--- src/hdl/jsu_pkg.sv ---
// Shared types and constants of the JSON string unescape unit.
package jsu_pkg;

   // Most results that one request can cause: four UTF-8 bytes and a status.
   localparam int MaxResults = 5;
   localparam int CountWidth = $clog2(MaxResults + 1);

   // Status codes of a result.
   typedef enum logic [2:0] {
      StData       = 3'd0,
      StDone       = 3'd1,
      StNoQuote    = 3'd2,
      StUnterm     = 3'd3,
      StOpenEsc    = 3'd4,
      StBadEsc     = 3'd5,
      StBadHex     = 3'd6,
      StBadPair    = 3'd7
   } status_type;

   // The results of one request, in output order; entries at count and above are unused.
   typedef struct packed {
      logic [CountWidth-1:0]            count;
      logic [MaxResults-1:0][7:0]       data;
      status_type [MaxResults-1:0]      status;
   } burst_type;

endpackage

--- src/hdl/jsu_decode.sv ---
// Parser state and single-pass decode of one request into its list of results.
module jsu_decode (
   input  logic               clock,
   input  logic               reset,
   input  logic               load,
   input  logic [7:0]         in_byte,
   input  logic               in_end,
   output jsu_pkg::burst_type burst
);

   typedef enum logic [3:0] {
      ModeQuote  = 4'd0,
      ModeStr    = 4'd1,
      ModeEsc    = 4'd2,
      ModeHex1   = 4'd3,
      ModePairBs = 4'd4,
      ModePairU  = 4'd5,
      ModeHex2   = 4'd6,
      ModeDrain  = 4'd7
   } mode_type;

   localparam logic [7:0] ChQuote     = 8'h22;
   localparam logic [7:0] ChBackslash = 8'h5C;
   localparam logic [7:0] ChSlash     = 8'h2F;
   localparam logic [7:0] ChB         = 8'h62;
   localparam logic [7:0] ChF         = 8'h66;
   localparam logic [7:0] ChN         = 8'h6E;
   localparam logic [7:0] ChR         = 8'h72;
   localparam logic [7:0] ChT         = 8'h74;
   localparam logic [7:0] ChU         = 8'h75;

   mode_type    mode_ff, mode_in;
   logic [15:0] accum_ff, accum_in;
   logic [1:0]  count_ff, count_in;
   logic [9:0]  high_ff, high_in;

   // Append one result to a list.
   function automatic jsu_pkg::burst_type add_entry(input jsu_pkg::burst_type r,
                                                    input logic [7:0] b,
                                                    input jsu_pkg::status_type s);
      jsu_pkg::burst_type t;
      t = r;
      t.data[t.count]   = b;
      t.status[t.count] = s;
      t.count           = t.count + jsu_pkg::CountWidth'(1);
      return t;
   endfunction

   // Append the UTF-8 encoding of a code point, one to four bytes.
   function automatic jsu_pkg::burst_type add_code_point(input jsu_pkg::burst_type r,
                                                         input logic [20:0] cp);
      jsu_pkg::burst_type t;
      t = r;
      if (cp[20:7] == '0) begin
         t = add_entry(t, cp[7:0], jsu_pkg::StData);
      end else if (cp[20:11] == '0) begin
         t = add_entry(t, {3'b110, cp[10:6]}, jsu_pkg::StData);
         t = add_entry(t, {2'b10, cp[5:0]}, jsu_pkg::StData);
      end else if (cp[20:16] == '0) begin
         t = add_entry(t, {4'b1110, cp[15:12]}, jsu_pkg::StData);
         t = add_entry(t, {2'b10, cp[11:6]}, jsu_pkg::StData);
         t = add_entry(t, {2'b10, cp[5:0]}, jsu_pkg::StData);
      end else begin
         t = add_entry(t, {5'b11110, cp[20:18]}, jsu_pkg::StData);
         t = add_entry(t, {2'b10, cp[17:12]}, jsu_pkg::StData);
         t = add_entry(t, {2'b10, cp[11:6]}, jsu_pkg::StData);
         t = add_entry(t, {2'b10, cp[5:0]}, jsu_pkg::StData);
      end
      return t;
   endfunction

   // Hex digit of either case: valid flag above the 4-bit value.
   function automatic logic [4:0] hex_digit(input logic [7:0] b);
      logic [4:0] r;
      r = '0;
      if (b >= 8'h30 && b <= 8'h39) begin
         r = {1'b1, b[3:0]};
      end else if ((b >= 8'h61 && b <= 8'h66) || (b >= 8'h41 && b <= 8'h46)) begin
         r = {1'b1, 4'(b[3:0] + 4'd9)};
      end
      return r;
   endfunction

   // Decode the request against the current state.
   always_comb begin : decode
      jsu_pkg::burst_type r;
      logic               stop;
      logic [4:0]         hd;
      logic [15:0]        v;

      r        = '0;
      stop     = 1'b0;
      hd       = hex_digit(in_byte);
      v        = {accum_ff[11:0], hd[3:0]};
      mode_in  = mode_ff;
      accum_in = accum_ff;
      count_in = count_ff;
      high_in  = high_ff;

      case (mode_ff)
         ModeQuote: begin
            if (in_byte == ChQuote) begin
               mode_in = ModeStr;
            end else begin
               r    = add_entry(r, 8'h00, jsu_pkg::StNoQuote);
               stop = 1'b1;
            end
         end
         ModeStr: begin
            if (in_byte == ChQuote) begin
               r    = add_entry(r, 8'h00, jsu_pkg::StDone);
               stop = 1'b1;
            end else if (in_byte == ChBackslash) begin
               mode_in = ModeEsc;
            end else begin
               r = add_entry(r, in_byte, jsu_pkg::StData);
            end
         end
         ModeEsc: begin
            mode_in = ModeStr;
            case (in_byte)
               ChQuote, ChBackslash, ChSlash: r = add_entry(r, in_byte, jsu_pkg::StData);
               ChB: r = add_entry(r, 8'h08, jsu_pkg::StData);
               ChF: r = add_entry(r, 8'h0C, jsu_pkg::StData);
               ChN: r = add_entry(r, 8'h0A, jsu_pkg::StData);
               ChR: r = add_entry(r, 8'h0D, jsu_pkg::StData);
               ChT: r = add_entry(r, 8'h09, jsu_pkg::StData);
               ChU: begin
                  accum_in = '0;
                  count_in = '0;
                  mode_in  = ModeHex1;
               end
               default: begin
                  r    = add_entry(r, 8'h00, jsu_pkg::StBadEsc);
                  stop = 1'b1;
               end
            endcase
         end
         ModeHex1, ModeHex2: begin
            if (!hd[4]) begin
               r    = add_entry(r, 8'h00, (mode_ff == ModeHex1) ? jsu_pkg::StBadHex
                                                             : jsu_pkg::StBadPair);
               stop = 1'b1;
            end else begin
               accum_in = v;
               if (count_ff != 2'd3) begin
                  count_in = count_ff + 2'd1;
               end else begin
                  // Fourth digit: the escape's value is complete.
                  count_in = '0;
                  if (mode_ff == ModeHex1) begin
                     if (v[15:10] == 6'b110110) begin
                        high_in = v[9:0];
                        mode_in = ModePairBs;
                     end else begin
                        r       = add_code_point(r, {5'b0, v});
                        mode_in = ModeStr;
                     end
                  end else begin
                     if (v[15:10] == 6'b110111) begin
                        r       = add_code_point(r, 21'h10000 + {1'b0, high_ff, v[9:0]});
                        mode_in = ModeStr;
                     end else begin
                        r    = add_entry(r, 8'h00, jsu_pkg::StBadPair);
                        stop = 1'b1;
                     end
                  end
               end
            end
         end
         ModePairBs: begin
            if (in_byte == ChBackslash) begin
               mode_in = ModePairU;
            end else begin
               r    = add_entry(r, 8'h00, jsu_pkg::StBadPair);
               stop = 1'b1;
            end
         end
         ModePairU: begin
            if (in_byte == ChU) begin
               accum_in = '0;
               count_in = '0;
               mode_in  = ModeHex2;
            end else begin
               r    = add_entry(r, 8'h00, jsu_pkg::StBadPair);
               stop = 1'b1;
            end
         end
         default: begin
         end
      endcase

      // A failure or the closing quote drops the rest of the text; otherwise the
      // end of text reports where the string was left open.
      if (stop) begin
         mode_in = ModeDrain;
      end else if (in_end) begin
         case (mode_in)
            ModeStr:  r = add_entry(r, 8'h00, jsu_pkg::StUnterm);
            ModeEsc:  r = add_entry(r, 8'h00, jsu_pkg::StOpenEsc);
            ModeHex1: r = add_entry(r, 8'h00, jsu_pkg::StBadHex);
            ModePairBs, ModePairU, ModeHex2: r = add_entry(r, 8'h00, jsu_pkg::StBadPair);
            default: begin
            end
         endcase
      end

      if (in_end) begin
         mode_in  = ModeQuote;
         accum_in = '0;
         count_in = '0;
         high_in  = '0;
      end

      burst = r;
   end

   // Parser state advances on each request handed to the output queue.
   always_ff @(posedge clock) begin
      if (reset) begin
         mode_ff  <= ModeQuote;
         accum_ff <= '0;
         count_ff <= '0;
         high_ff  <= '0;
      end else if (load) begin
         mode_ff  <= mode_in;
         accum_ff <= accum_in;
         count_ff <= count_in;
         high_ff  <= high_in;
      end
   end

   // The end of text always returns the parser to the opening quote.
   assert property (@(posedge clock) disable iff (reset)
      (load && in_end) |=> (mode_ff == ModeQuote && count_ff == 2'd0))
      else $error("parser not rearmed after end of text");

endmodule

--- src/hdl/jsu_burst.sv ---
// Output queue that delivers the results of one request one per cycle while the receiver does not stall.
module jsu_burst (
   input  logic               clock,
   input  logic               reset,
   input  logic               load,
   input  jsu_pkg::burst_type burst,
   output logic               free,
   output logic               rsp_valid,
   input  logic               rsp_stall,
   output logic [7:0]         rsp_out_byte,
   output logic [2:0]         rsp_status,
   output logic               rsp_run_last
);

   logic [jsu_pkg::CountWidth-1:0]             cnt_ff;
   logic [jsu_pkg::MaxResults-1:0][7:0]        data_ff;
   jsu_pkg::status_type [jsu_pkg::MaxResults-1:0] status_ff;
   logic                                       take;

   assign take = rsp_valid && !rsp_stall;

   // Room for a new list when empty or when the last entry leaves now.
   assign free = (cnt_ff == '0) || (cnt_ff == jsu_pkg::CountWidth'(1) && !rsp_stall);

   // Count of waiting entries.
   always_ff @(posedge clock) begin
      if (reset) begin
         cnt_ff <= '0;
      end else if (load) begin
         cnt_ff <= burst.count;
      end else if (take) begin
         cnt_ff <= cnt_ff - jsu_pkg::CountWidth'(1);
      end
   end

   // Entries shift toward the head as they are taken.
   always_ff @(posedge clock) begin
      if (load) begin
         data_ff   <= burst.data;
         status_ff <= burst.status;
      end else if (take) begin
         for (int i = 0; i < jsu_pkg::MaxResults - 1; i++) begin
            data_ff[i]   <= data_ff[i+1];
            status_ff[i] <= status_ff[i+1];
         end
      end
   end

   assign rsp_valid    = (cnt_ff != '0);
   assign rsp_out_byte = data_ff[0];
   assign rsp_status   = status_ff[0];
   assign rsp_run_last = (cnt_ff == jsu_pkg::CountWidth'(1));

   // A done or error status is always the final result of its request.
   assert property (@(posedge clock) disable iff (reset)
      (rsp_valid && rsp_status != jsu_pkg::StData) |-> rsp_run_last)
      else $error("status result not last of its request");

   // A new list is only taken once the previous one has drained.
   assert property (@(posedge clock) disable iff (reset)
      load |-> (cnt_ff == '0 || (cnt_ff == jsu_pkg::CountWidth'(1) && take)))
      else $error("result list overwritten before delivery");

   // A delivered entry without a new list lowers the count by one.
   assert property (@(posedge clock) disable iff (reset)
      (take && !load) |=> cnt_ff == $past(cnt_ff) - jsu_pkg::CountWidth'(1))
      else $error("queue count out of step");

endmodule

--- src/hdl/json_string_unescape_utf8_unit.sv ---
// Top level of the JSON string unescape unit: input register, decoder and output queue.
//
// Requests carry one byte of JSON text (req_in_byte) and an end-of-text flag
// (req_in_end), starting with the string's opening quote. Each request yields
// zero to five results on the rsp_ channel: decoded UTF-8 bytes with status 0,
// or one done or error status; rsp_run_last marks the final result of a request.
// After done or an error, bytes are dropped until the end-of-text request.
// A request is taken when valid is high and stall is low, on both channels.
// The first result of a request passes from the input register to the result
// queue, loaded by the decoder, and is presented at the queue head to be taken.
// Requests are accepted one per cycle while each yields at most one result and
// the receiver does not stall; a request with several results holds the queue
// until all of them are taken, while the next waits in the input register.
// The single output queue sets this limit.
// When the receiver stalls, the head result holds and req_stall rises as soon
// as the input register is occupied and the queue cannot drain.
// Synchronous reset empties the input register and the queue and returns the
// parser to awaiting an opening quote.
module json_string_unescape_utf8_unit (
   input  logic       clock,
   input  logic       reset,
   input  logic       req_valid,
   output logic       req_stall,
   input  logic [7:0] req_in_byte,
   input  logic       req_in_end,
   output logic       rsp_valid,
   input  logic       rsp_stall,
   output logic [7:0] rsp_out_byte,
   output logic [2:0] rsp_status,
   output logic       rsp_run_last
);

   logic               in_valid_ff;
   logic [7:0]         in_byte_ff;
   logic               in_end_ff;
   logic               free;
   logic               load;
   jsu_pkg::burst_type burst;

   // Hand the registered request to the queue when it has room.
   assign load      = in_valid_ff && free;
   assign req_stall = in_valid_ff && !free;

   // Input register.
   always_ff @(posedge clock) begin
      if (reset) begin
         in_valid_ff <= 1'b0;
      end else if (!req_stall) begin
         in_valid_ff <= req_valid;
      end
   end

   always_ff @(posedge clock) begin
      if (req_valid && !req_stall) begin
         in_byte_ff <= req_in_byte;
         in_end_ff  <= req_in_end;
      end
   end

   jsu_decode u_decode (
      .clock   (clock),
      .reset   (reset),
      .load    (load),
      .in_byte (in_byte_ff),
      .in_end  (in_end_ff),
      .burst   (burst)
   );

   jsu_burst u_burst (
      .clock        (clock),
      .reset        (reset),
      .load         (load),
      .burst        (burst),
      .free         (free),
      .rsp_valid    (rsp_valid),
      .rsp_stall    (rsp_stall),
      .rsp_out_byte (rsp_out_byte),
      .rsp_status   (rsp_status),
      .rsp_run_last (rsp_run_last)
   );

   // A held request stays in the input register until the queue takes it.
   assert property (@(posedge clock) disable iff (reset)
      (in_valid_ff && !load) |=> (in_valid_ff && $stable(in_byte_ff) && $stable(in_end_ff)))
      else $error("held request lost from input register");

endmodule
--- config.mk ---
export PLATFORM = sky130hd
export DESIGN_NAME = json_string_unescape_utf8_unit
export DESIGN_NICKNAME = d
export VERILOG_FILES = /design/src/hdl/jsu_pkg.sv /design/src/hdl/jsu_decode.sv /design/src/hdl/jsu_burst.sv /design/src/hdl/json_string_unescape_utf8_unit.sv
export SDC_FILE = /design/constraint.sdc
export NUM_CORES = 1
export LEC_CHECK = 0
export BUFFER_PORTS_ARGS = -buffer_cell sky130_fd_sc_hd__clkbuf_2
export CAP_MARGIN = 5
export CORE_ASPECT_RATIO = 1.75
export CORE_MARGIN = 4
export CORE_UTILIZATION = 54
export CTS_CLUSTER_SIZE = 40
export DETAILED_ROUTE_END_ITERATION = 8
export GPL_TIMING_DRIVEN = 0
export PLACE_DENSITY = 0.84
export REMOVE_ABC_BUFFERS = 1
export SYNTH_ARGS = -nofsm -noshare
export SYNTH_HDL_FRONTEND = slang
export SYNTH_HIERARCHICAL = 1
export SYNTH_SLANG_ARGS = --single-unit
--- constraint.sdc ---
create_clock -name clock -period 4.33 [get_ports clock]
set_clock_uncertainty 0.1 [all_clocks]
set_input_delay 0.866 -clock clock [delete_from_list [all_inputs] [get_ports clock]]
set_output_delay 0.866 -clock clock [all_outputs]
set_load 0.01 [all_outputs]
After elaboration in Yosys (flattened, before gate mapping)

Index checks and enable logic that the tools add are counted.

Bits in registers: 96
Input bits: 13
Output and inout bits: 14

Bitwise logic cells: 12
$add $sub $neg: 5
Muxes and demuxes: 72
$lt $le $gt $ge: 8
Reductions and logical operators: 35
Equal/unequal tests: 28

Operator list:

| kind                   | number |
|---|---|
| $mux 58                | 11 |
| $pmux 56 s7            | 1 |
| $pmux 58 s6            | 1 |
| $mux 56                | 5 |
| $pmux 58 s4            | 1 |
| $mux 32                | 2 |
| $mux 10                | 6 |
| $mux 12                | 5 |
| $mux 57                | 1 |
| $eq 8x7->1 const B     | 7 |
| $mux 4                 | 11 |
| $and 40x40->40         | 1 |
| $not 40->40            | 1 |
| $demux 8 s3            | 1 |
| $eq 4x3->1 const B     | 6 |
| $pmux 12 s2            | 1 |
| $pmux 4 s6             | 1 |
| $add 17x20->21 const A | 1 |
| $or 10x10->10          | 2 |
| $eq 4x2->1 const B     | 4 |
| $eq 8x6->1 const B     | 2 |
| $ge 8x7->1 const B     | 2 |
| $le 8x7->1 const B     | 2 |
| $or 15x15->15          | 1 |
| other kinds (43)       | 84 |

Longest topological paths before layout

Gate-level depths: netlist (run 1).

Depth in word-level cells: 25
Mapped depth: 13
Depth with buffers taken out: 13

Modules after synthesis

Netlist (run 1), hierarchy kept.

By module, submodules not included:

| module                         | area each (sq um) | seq. area each (sq um) | cells an instance | times used |
|---|---|---|---|---|
| jsu_decode                     | 3284.4            | 560.5                  | 484               | 1 |
| jsu_burst                      | 2479.9            | 1711.6                 | 143               | 1 |
| json_string_unescape_utf8_unit | 326.6             | 290.3                  | 14                | 1 |

Worst setup path before layout (run 1)

Ideal clock, no wire load.

Kind: input port to flip-flop
From: input rsp_stall
To: register u_burst/data_ff[10] (netlist name), enable pin
Required time: 3.724 ns
Arrival: 3.995 ns
Stages: 1
Setup time: 0.506 ns
Path slack: -0.272 ns
Cell sequence: o21ai_0

Longest elaborated chain between the ends: 5
Elaborated cells on any way between the ends: 6

Ends and longest elaborated chain:

| item                                   | line                                 | source |
|---|---|---|
| start, declared                        | json_string_unescape_utf8_unit.sv:27 | `input logic rsp_stall,` |
| $logic_not 1->1 (*)                    | jsu_burst.sv:20, jsu_burst.sv:23     |  |
| $logic_and 1x1->1                      | jsu_burst.sv:23                      | `assign free = (cnt_ff == '0) \|\| (cnt_ff == jsu_pkg::CountWidth'(1) && !rsp_stall);` |
| $logic_or 1x1->1                       | jsu_burst.sv:23                      |  |
| $logic_and 1x1->1                      | json_string_unescape_utf8_unit.sv:41 | `assign load = in_valid_ff && free;` |
| $reduce_bool 2->1 (no source line) (*) | --                                   |  |
| end signal, assigned                   | jsu_burst.sv:39                      | `data_ff <= burst.data;` |
| end signal, assigned by index          | jsu_burst.sv:43                      | `data_ff[i] <= data_ff[i+1];` |
| end, declared                          | jsu_burst.sv:16                      | `logic [jsu_pkg::MaxResults-1:0][7:0] data_ff;` |

Every way passes the cells marked *; elsewhere a longest branch is shown, timed or not.
A chain may end at the register's enable or synchronous reset.

==> results.json, run 1 <==
{
  "max_freq_mhz": 252,
  "critPathMostFrequentCell": "nand3_1",
  "drt-met1-wl_um": 6180,
  "synth_cells": 641,
  "ctsRootBufferMaster": "clkbuf_16",
  "ioPinCount": 27,
  "r2r_cells": 9,
  "n_antenna_cell": 0,
  "critPathCaptureType": "flip-flop",
  "cts_tree": "done",
  "grt_pass1_wl_um": 25900,
  "rsz0062_at_grt": "no",
  "antenna_found_initial": 0,
  "synth-edff-count": 64,
  "maxSlewHeadroom_pct": 15.5,
  "status": "finished clean",
  "drt_iter0_drc": 417,
  "crit_type": "flip-flop to flip-flop",
  "ys_types": 82,
  "seqPwrFrac_pct": 45.0,
  "die_w_um": 88.3,
  "post_cts_resized": 0,
  "ir_drop_mv": 0.536,
  "syn_avg_cell_area_um2": 9.50,
  "tightest_slew_ns": 1.26,
  "finalSetupViolCount": 0,
  "cp.required_ns": 4.33,
  "regArea_mm2": 0.00256,
  "start_kind": "flip-flop",
  "clockBufferDepth": 2,
  "overflow": 0,
  "grt.total_usage_pct": 25.8,
  "cts.clk_slew.worst_paths_ns": 0.08,
  "period_share_pct": 91.7,
  "drv_slew": 0,
  "drtPass1Iterations": 5,
  "hold_viol_final": 0,
  "htreeDepth": 3,
  "min_path_type": "flip-flop to flip-flop",
  "power.switching_mw": 1.12,
  "layout_common_cells": "edfxtp_1 (64), nor2_1 (58), nand2_1 (54)",
  "clockPowerShare_pct": 22.9,
  "clkLatencyLatePin_ns": 0.35,
  "hold_buffers": 0,
  "met3_length_um": 764,
  "cts_setup_buffers": 0,
  "wire_per_inst_um": 21.7,
  "netlist_area_mm2": 0.00609,
  "p_int_mw": 2.24,
  "ys_async_sr_fraction_pct": 0,
  "post-dp-hpwl_um": 12100,
  "total_power_mw": 3.37,
  "core_area_mm2": 0.0111,
  "crit_path_max_fanout": 7,
  "place.gp.congestion": 0.934,
  "synth_warnings": 6,
  "seq_area_frac_synth_pct": 42.1,
  "grt_max_degree": 42,
  "comb_power_share_pct": 32.1,
  "cap_violations": 0,
  "initial_utilization_pct": 54.9,
  "fin_cells": 765,
  "cp.arrival_ns": 3.97,
  "whs_ns": 0.423,
  "met2_wirelength_um": 8870,
  "crit_chain": "inv_1 > ha_1 > or3b_2 > nand3_1 > a21boi_0 > nand3_1 > a222oi_1 > o21ai_0 > mux2_2",
  "dieArea_mm2": 0.0131,
  "multi_input_area_mm2": 0.00319,
  "worstReg2RegEnd": "u_burst/rsp_out_byte[0]",
  "timing.final.crit_period_ns": 3.97,
  "nets": 653,
  "drc": 0,
  "numCtsBuffers": 9,
  "num_rows": 51,
  "p_sw_share_pct": 33.4,
  "synth_seq_cells": 96,
  "whs_path_depth": 2,
  "crit_path_top_delay_cell": "a21boi_0",
  "critPathMaxStageDelay_ns": 0.98,
  "holdPathEnd": "u_decode/count_ff[1]",
  "ant_nets": 0,
  "syn2layout_area_growth_pct": 5.92,
  "grt_pass1_vias": 4938,
  "viasPerCell": 6.53,
  "p_per_area_mw_per_mm2": 522,
  "die_h_um": 148,
  "wl_um": 16600,
  "min-delay-start": "u_decode/count_ff[1]",
  "highest-signal-layer": "met4",
  "drive_gt1_share_pct": 19.1,
  "vias": 4997,
  "r2r_setup_slack_ns": 0.36,
  "dp_cells": 748,
  "portBuffers": 26,
  "leakage_nw": 2.22,
  "fillers": 964,
  "r2r-start": "in_byte_ff[0]",
  "ys.flop_type": "edfxtp_1",
  "clock-sinks": 96,
  "layout_commonest_cell": "edfxtp_1"
}
## metrics by stage
| stage | utilization, % | cell area (um^2) | setup slack, ns | TNS [ns] |
|---|---|---|---|---|
| 4_1_cts | 57.9 | 6430 | 0.147 | 0 |
| 6_report | 58.1 | 6450 | 0.359 | 0 |
| 3_5_place_dp | 55.4 | 6150 | 0.211 | 0 |
| 2_1_floorplan | - | 5780 | -0.867 | -44.24 |
| 5_1_grt | 58.1 | 6450 | 0.290 | 0 |
| 3_3_place_gp | 54.7 | 6080 | -2.20 | -131.38 |
## kinds of logic (layout without fill, tap and decap cells)
group	Yosys count	in the layout	share of synthesized area, %
buf+inv	82	61	6.80
compound gates	160	160	17.9
mux	47	47	8.73
flops	96	96	42.1
fa+ha+maj	12	12	2.47
other cells	1	14	0.0616
simple gates	238	238	21.3
xor+xnor	5	5	0.719
## power groups by stage
stage	combinational, mW	sequential (mW)	clock, mW
floorplan	0.697	1.55	0
global placement	0.961	1.56	0
detailed placement	1.07	1.54	0
CTS	1.07	1.52	0.785
global route	1.16	1.55	0.819
finish	1.08	1.52	0.771
## how the worst max path moves through the flow
stage	from	to	slack [ns]	cells past startpoint
2_1_floorplan	rsp_stall	u_burst/data_ff[10]	-0.87	5
3_3_place_gp	rsp_stall	u_burst/rsp_out_byte[3]	-2.20	6
3_5_place_dp	u_decode/accum_ff[7]	u_burst/rsp_status[2]	0.21	8
4_1_cts	u_decode/accum_ff[7]	u_burst/rsp_status[2]	0.15	8
5_1_grt	in_byte_ff[1]	u_burst/rsp_out_byte[0]	0.29	10
6_report	in_byte_ff[0]	u_burst/rsp_out_byte[0]	0.36	9
## layout make-up
cell class | count | area share, %
multi-input cells | 476 | 49.5
well taps | 132 | 2.56
clock inverters | 6 | 0.834
flip-flops and latches | 96 | 39.7
repair buffers | 30 | 2.99
inverters | 15 | 0.873
clock buffers | 10 | 3.55
## Yosys cell counts, drive strengths merged, types with 10 or more instances
cell	instances	area (um^2)
a21oi	34	181
a22oi	21	158
buf	36	241
clkbuf	31	116
dfxtp	32	641
edfxtp	64	1920
ha	12	150
inv	14	52.6
mux2	46	522
nand2	54	203
nand2b	11	76.3
nand3	19	100
nand4	10	62.6
nor2	59	229
nor3	15	75.1
o211ai	10	80.1
o21ai	34	185
## routing by layer
metal / track usage (%) / vias up
met1: 28.2 / 2400
met3: 3.27 / 56
met2: 46.4 / 210
met5: 0 / -
li1: - / 2331
met4: 14.6 / 0
## state kept, by name, indices dropped and copies added (netlist names)
signal / count
in_byte_ff: 8
in_end_ff: 1
in_valid_ff: 1
u_burst/cnt_ff: 3
u_burst/data_ff: 32
u_burst/rsp_out_byte: 8
u_burst/rsp_status: 3
u_burst/status_ff: 12
u_decode/accum_ff: 12
u_decode/count_ff: 2
u_decode/high_ff: 10
u_decode/mode_ff: 4
## critical path: cells and delay by family, from the launching register on
kind / cells / cell delay [ns]
mux: 1 / 0.34
simple gates: 3 / 0.78
flops: 1 / 0.50
compound gates: 3 / 1.61
buf+inv: 1 / 0.19
fa+ha+maj: 1 / 0.19
Note: power is estimated with default switching activity, not from simulation.
==> run 2, diff against run 1 <==
--- a/config.mk
+++ b/config.mk
@@ -5,6 +5,7 @@
 export SDC_FILE = /design/constraint.sdc
 export NUM_CORES = 1
 export LEC_CHECK = 0
+export ABC_AREA = 1
 export BUFFER_PORTS_ARGS = -buffer_cell sky130_fd_sc_hd__clkbuf_2
 export CAP_MARGIN = 5
 export CORE_ASPECT_RATIO = 1.75
==> results.json, run 2 <==
{
  "tightest_slew_ns": 0.919,
  "synth_cells": 875,
  "dp_cells": 999,
  "layout_commonest_cell": "nand2_1",
  "core_area_mm2": 0.0116,
  "p_sw_share_pct": 36.7,
  "post-dp-hpwl_um": 12600,
  "initial_utilization_pct": 55.8,
  "ant_nets": 0,
  "num_rows": 52,
  "drv_slew": 0,
  "ctsRootBufferMaster": "clkbuf_16",
  "clock-sinks": 96,
  "maxSlewHeadroom_pct": 38.7,
  "post_cts_resized": 0,
  "timing.final.crit_period_ns": 3.17,
  "fin_util_pct": 58.5,
  "cap_violations": 0,
  "synth_compound_area_share_pct": 12.0,
  "ys_types": 51,
  "final_area_mm2": 0.00681,
  "place_area_mm2": 0.00650,
  "rsz0062_at_grt": "no",
  "clkLatencyLatePin_ns": 0.35,
  "hold_viol_final": 0,
  "htreeDepth": 3,
  "clockPowerShare_pct": 24.2,
  "worstSetupStartpoint": "in_byte_ff[1]",
  "grt_max_degree": 49,
  "r2r_setup_slack_ns": 1.16,
  "grt.total_usage_pct": 24.7,
  "synth_warnings": 6,
  "numCtsBuffers": 9,
  "viasPerCell": 5.53,
  "synth_top_family_by_area": "simple AND/OR/NAND/NOR gates",
  "leakage_nw": 3.00,
  "synthMuxAreaShare_pct": 0,
  "power.switching_mw": 1.25,
  "synth_fa_ha_area_share_pct": 2.31,
  "overflow": 0,
  "drtPass1Iterations": 5,
  "vias": 5611,
  "syn_avg_cell_area_um2": 7.43,
  "ys_async_sr_fraction_pct": 0,
  "min_path_type": "flip-flop to flip-flop",
  "clockBufferDepth": 2,
  "fin_tns_setup_ns": 0,
  "cp.arrival_ns": 3.18,
  "die_h_um": 153,
  "synthXorXnorAreaFrac_pct": 0.135,
  "synth-edff-count": 64,
  "cp-endpoint": "u_burst/rsp_out_byte[2]",
  "crit_type": "flip-flop to flip-flop",
  "fin_cells": 1015,
  "ys.flop_type": "edfxtp_1",
  "drive_gt1_share_pct": 14.4,
  "wl_um": 16700,
  "synth_most_common_cell": "nand2_1",
  "die_w_um": 90.9,
  "status": "finished clean",
  "worstReg2RegEnd": "u_burst/rsp_out_byte[2]",
  "dieArea_mm2": 0.0139,
  "cts.clk_slew.worst_paths_ns": 0.07,
  "largest_reg_flops": 32,
  "portBuffers": 26,
  "grt_pass1_vias": 5547,
  "critPathCaptureType": "flip-flop",
  "synthTopCellsByCount": "nand2_1 (289), inv_1 (82), nor2_1 (65)",
  "netlist_area_mm2": 0.00650,
  "total_power_mw": 3.40,
  "r2r_cells": 14,
  "grt_pass1_wl_um": 27200,
  "synth_top_area_share_pct": 29.6,
  "max_freq_mhz": 316,
  "largest_register": "u_burst/data_ff",
  "drc": 0,
  "n_antenna_cell": 0,
  "drt_iter0_drc": 373,
  "wire_per_inst_um": 16.5,
  "yosys.area.top_type": "edfxtp_1",
  "synth_area_leaders": "edfxtp_1 (30%), nand2_1 (17%), dfxtp_1 (9.9%)",
  "antenna_found_initial": 0,
  "comb_power_share_pct": 32.1,
  "p_int_mw": 2.15,
  "finalSetupViolCount": 0,
  "synthSimpleGateAreaFrac_pct": 34.6,
  "period_share_pct": 73.2,
  "synth_seq_cells": 96,
  "ioPinCount": 27,
  "cts_setup_buffers": 0,
  "crit_path_max_fanout": 6,
  "place.gp.congestion": 1.01,
  "p_per_area_mw_per_mm2": 499,
  "start_kind": "flip-flop",
  "syn2layout_area_growth_pct": 4.79,
  "seqPwrFrac_pct": 43.8,
  "r2r-start": "in_byte_ff[1]",
  "reg_top3": "u_burst/data_ff: 32 flops, u_burst/status_ff: 12 flops, u_decode/accum_ff: 12 flops",
  "seq_area_frac_synth_pct": 39.4,
  "cp.required_ns": 4.34,
  "ir_drop_mv": 0.251,
  "nets": 900,
  "cts_tree": "done",
  "layout_common_cells": "nand2_1 (289), inv_1 (80), nor2_1 (65)",
  "hold_buffers": 0
}
==> run 2: cell types whose count changed after synthesis, moves of 12 or more <==
cell,previous run,this run
nand2_2,0,18
mux2_2,45,0
a21oi_1,33,46
a22oi_1,21,9
nand3_1,18,54
nand2_1,54,289
nor2_2,0,16
inv_1,13,82
clkbuf_1,31,7
==> run 2: layout make-up <==
cell class                 count  area, um^2
fill                        1074        4840
clock buffer                  10         229
inverter                     100         383
multi-input combinational    641        3240
tap                          135         169
clock inverter                 6        76.3
timing repair buffer          27         150
sequential                    96        2560
==> run 2: cell families (layout without fill, tap and decap cells) <==
family | count (synthesis) | count (layout)
XOR/XNOR | 1 | 1
flip-flops | 96 | 96
other | 1 | 14
AO/OA/AOI/OAI | 127 | 127
AND/OR/NAND/NOR | 487 | 487
adder cells (fa/ha/maj) | 12 | 12
buffers and inverters | 151 | 143
==> run 2: worst max-delay path, stage by stage, from the launching register on <==
cell      delay (ns)
edfxtp_1        0.49
inv_1           0.20
ha_1            0.24
nand3_1         0.09
nand2_1         0.12
nand2_2         0.10
nand2_1         0.10
xor2_1          0.51
nor2_1          0.31
o221ai_1        0.26
nand2_1         0.09
nand2_1         0.06
nand2_1         0.11
nand2_1         0.09
nand2_1         0.06
==> run 2: per-layer routing <==
metal  track usage (%)  vias up  part of all wire, %
li1                  -     2826                    -
met1              25.4     2507                   36
met2              45.5      207                   53
met3              3.89       71                  4.2
met4              15.9        0                  6.4
met5                 0        -                    0
==> run 2: through the flow <==
| stage | setup WS, ns | hold slack [ns] |
|---|---|---|
| floorplan | 0.681 | 0.343 |
| global placement | -0.290 | 0.358 |
| detailed placement | 1.24 | 0.364 |
| CTS | 1.23 | 0.376 |
| global route | 0.880 | 0.382 |
| finish | 1.16 | 0.375 |
==> run 2: how the worst min path moves through the flow <==
stage / startpoint / endpoint / slack (ns) / cells past startpoint
detailed placement: u_decode/count_ff[1] / u_decode/count_ff[1] / 0.36 / 2
global placement: u_decode/count_ff[1] / u_decode/count_ff[1] / 0.36 / 2
floorplan: u_decode/count_ff[1] / u_decode/count_ff[1] / 0.34 / 2
global route: u_decode/count_ff[1] / u_decode/count_ff[1] / 0.38 / 2
CTS: u_decode/count_ff[1] / u_decode/count_ff[1] / 0.38 / 2
finish: u_decode/count_ff[1] / u_decode/count_ff[1] / 0.38 / 2
==> run 2: power by group through the flow <==
stage / logic [mW] / registers [mW] / clock network (mW)
3_5_place_dp: 1.08 / 1.51 / 0
6_report: 1.09 / 1.49 / 0.822
3_3_place_gp: 1.05 / 1.51 / 0
2_1_floorplan: 0.741 / 1.51 / 0
4_1_cts: 1.09 / 1.49 / 0.835
5_1_grt: 1.23 / 1.51 / 0.877
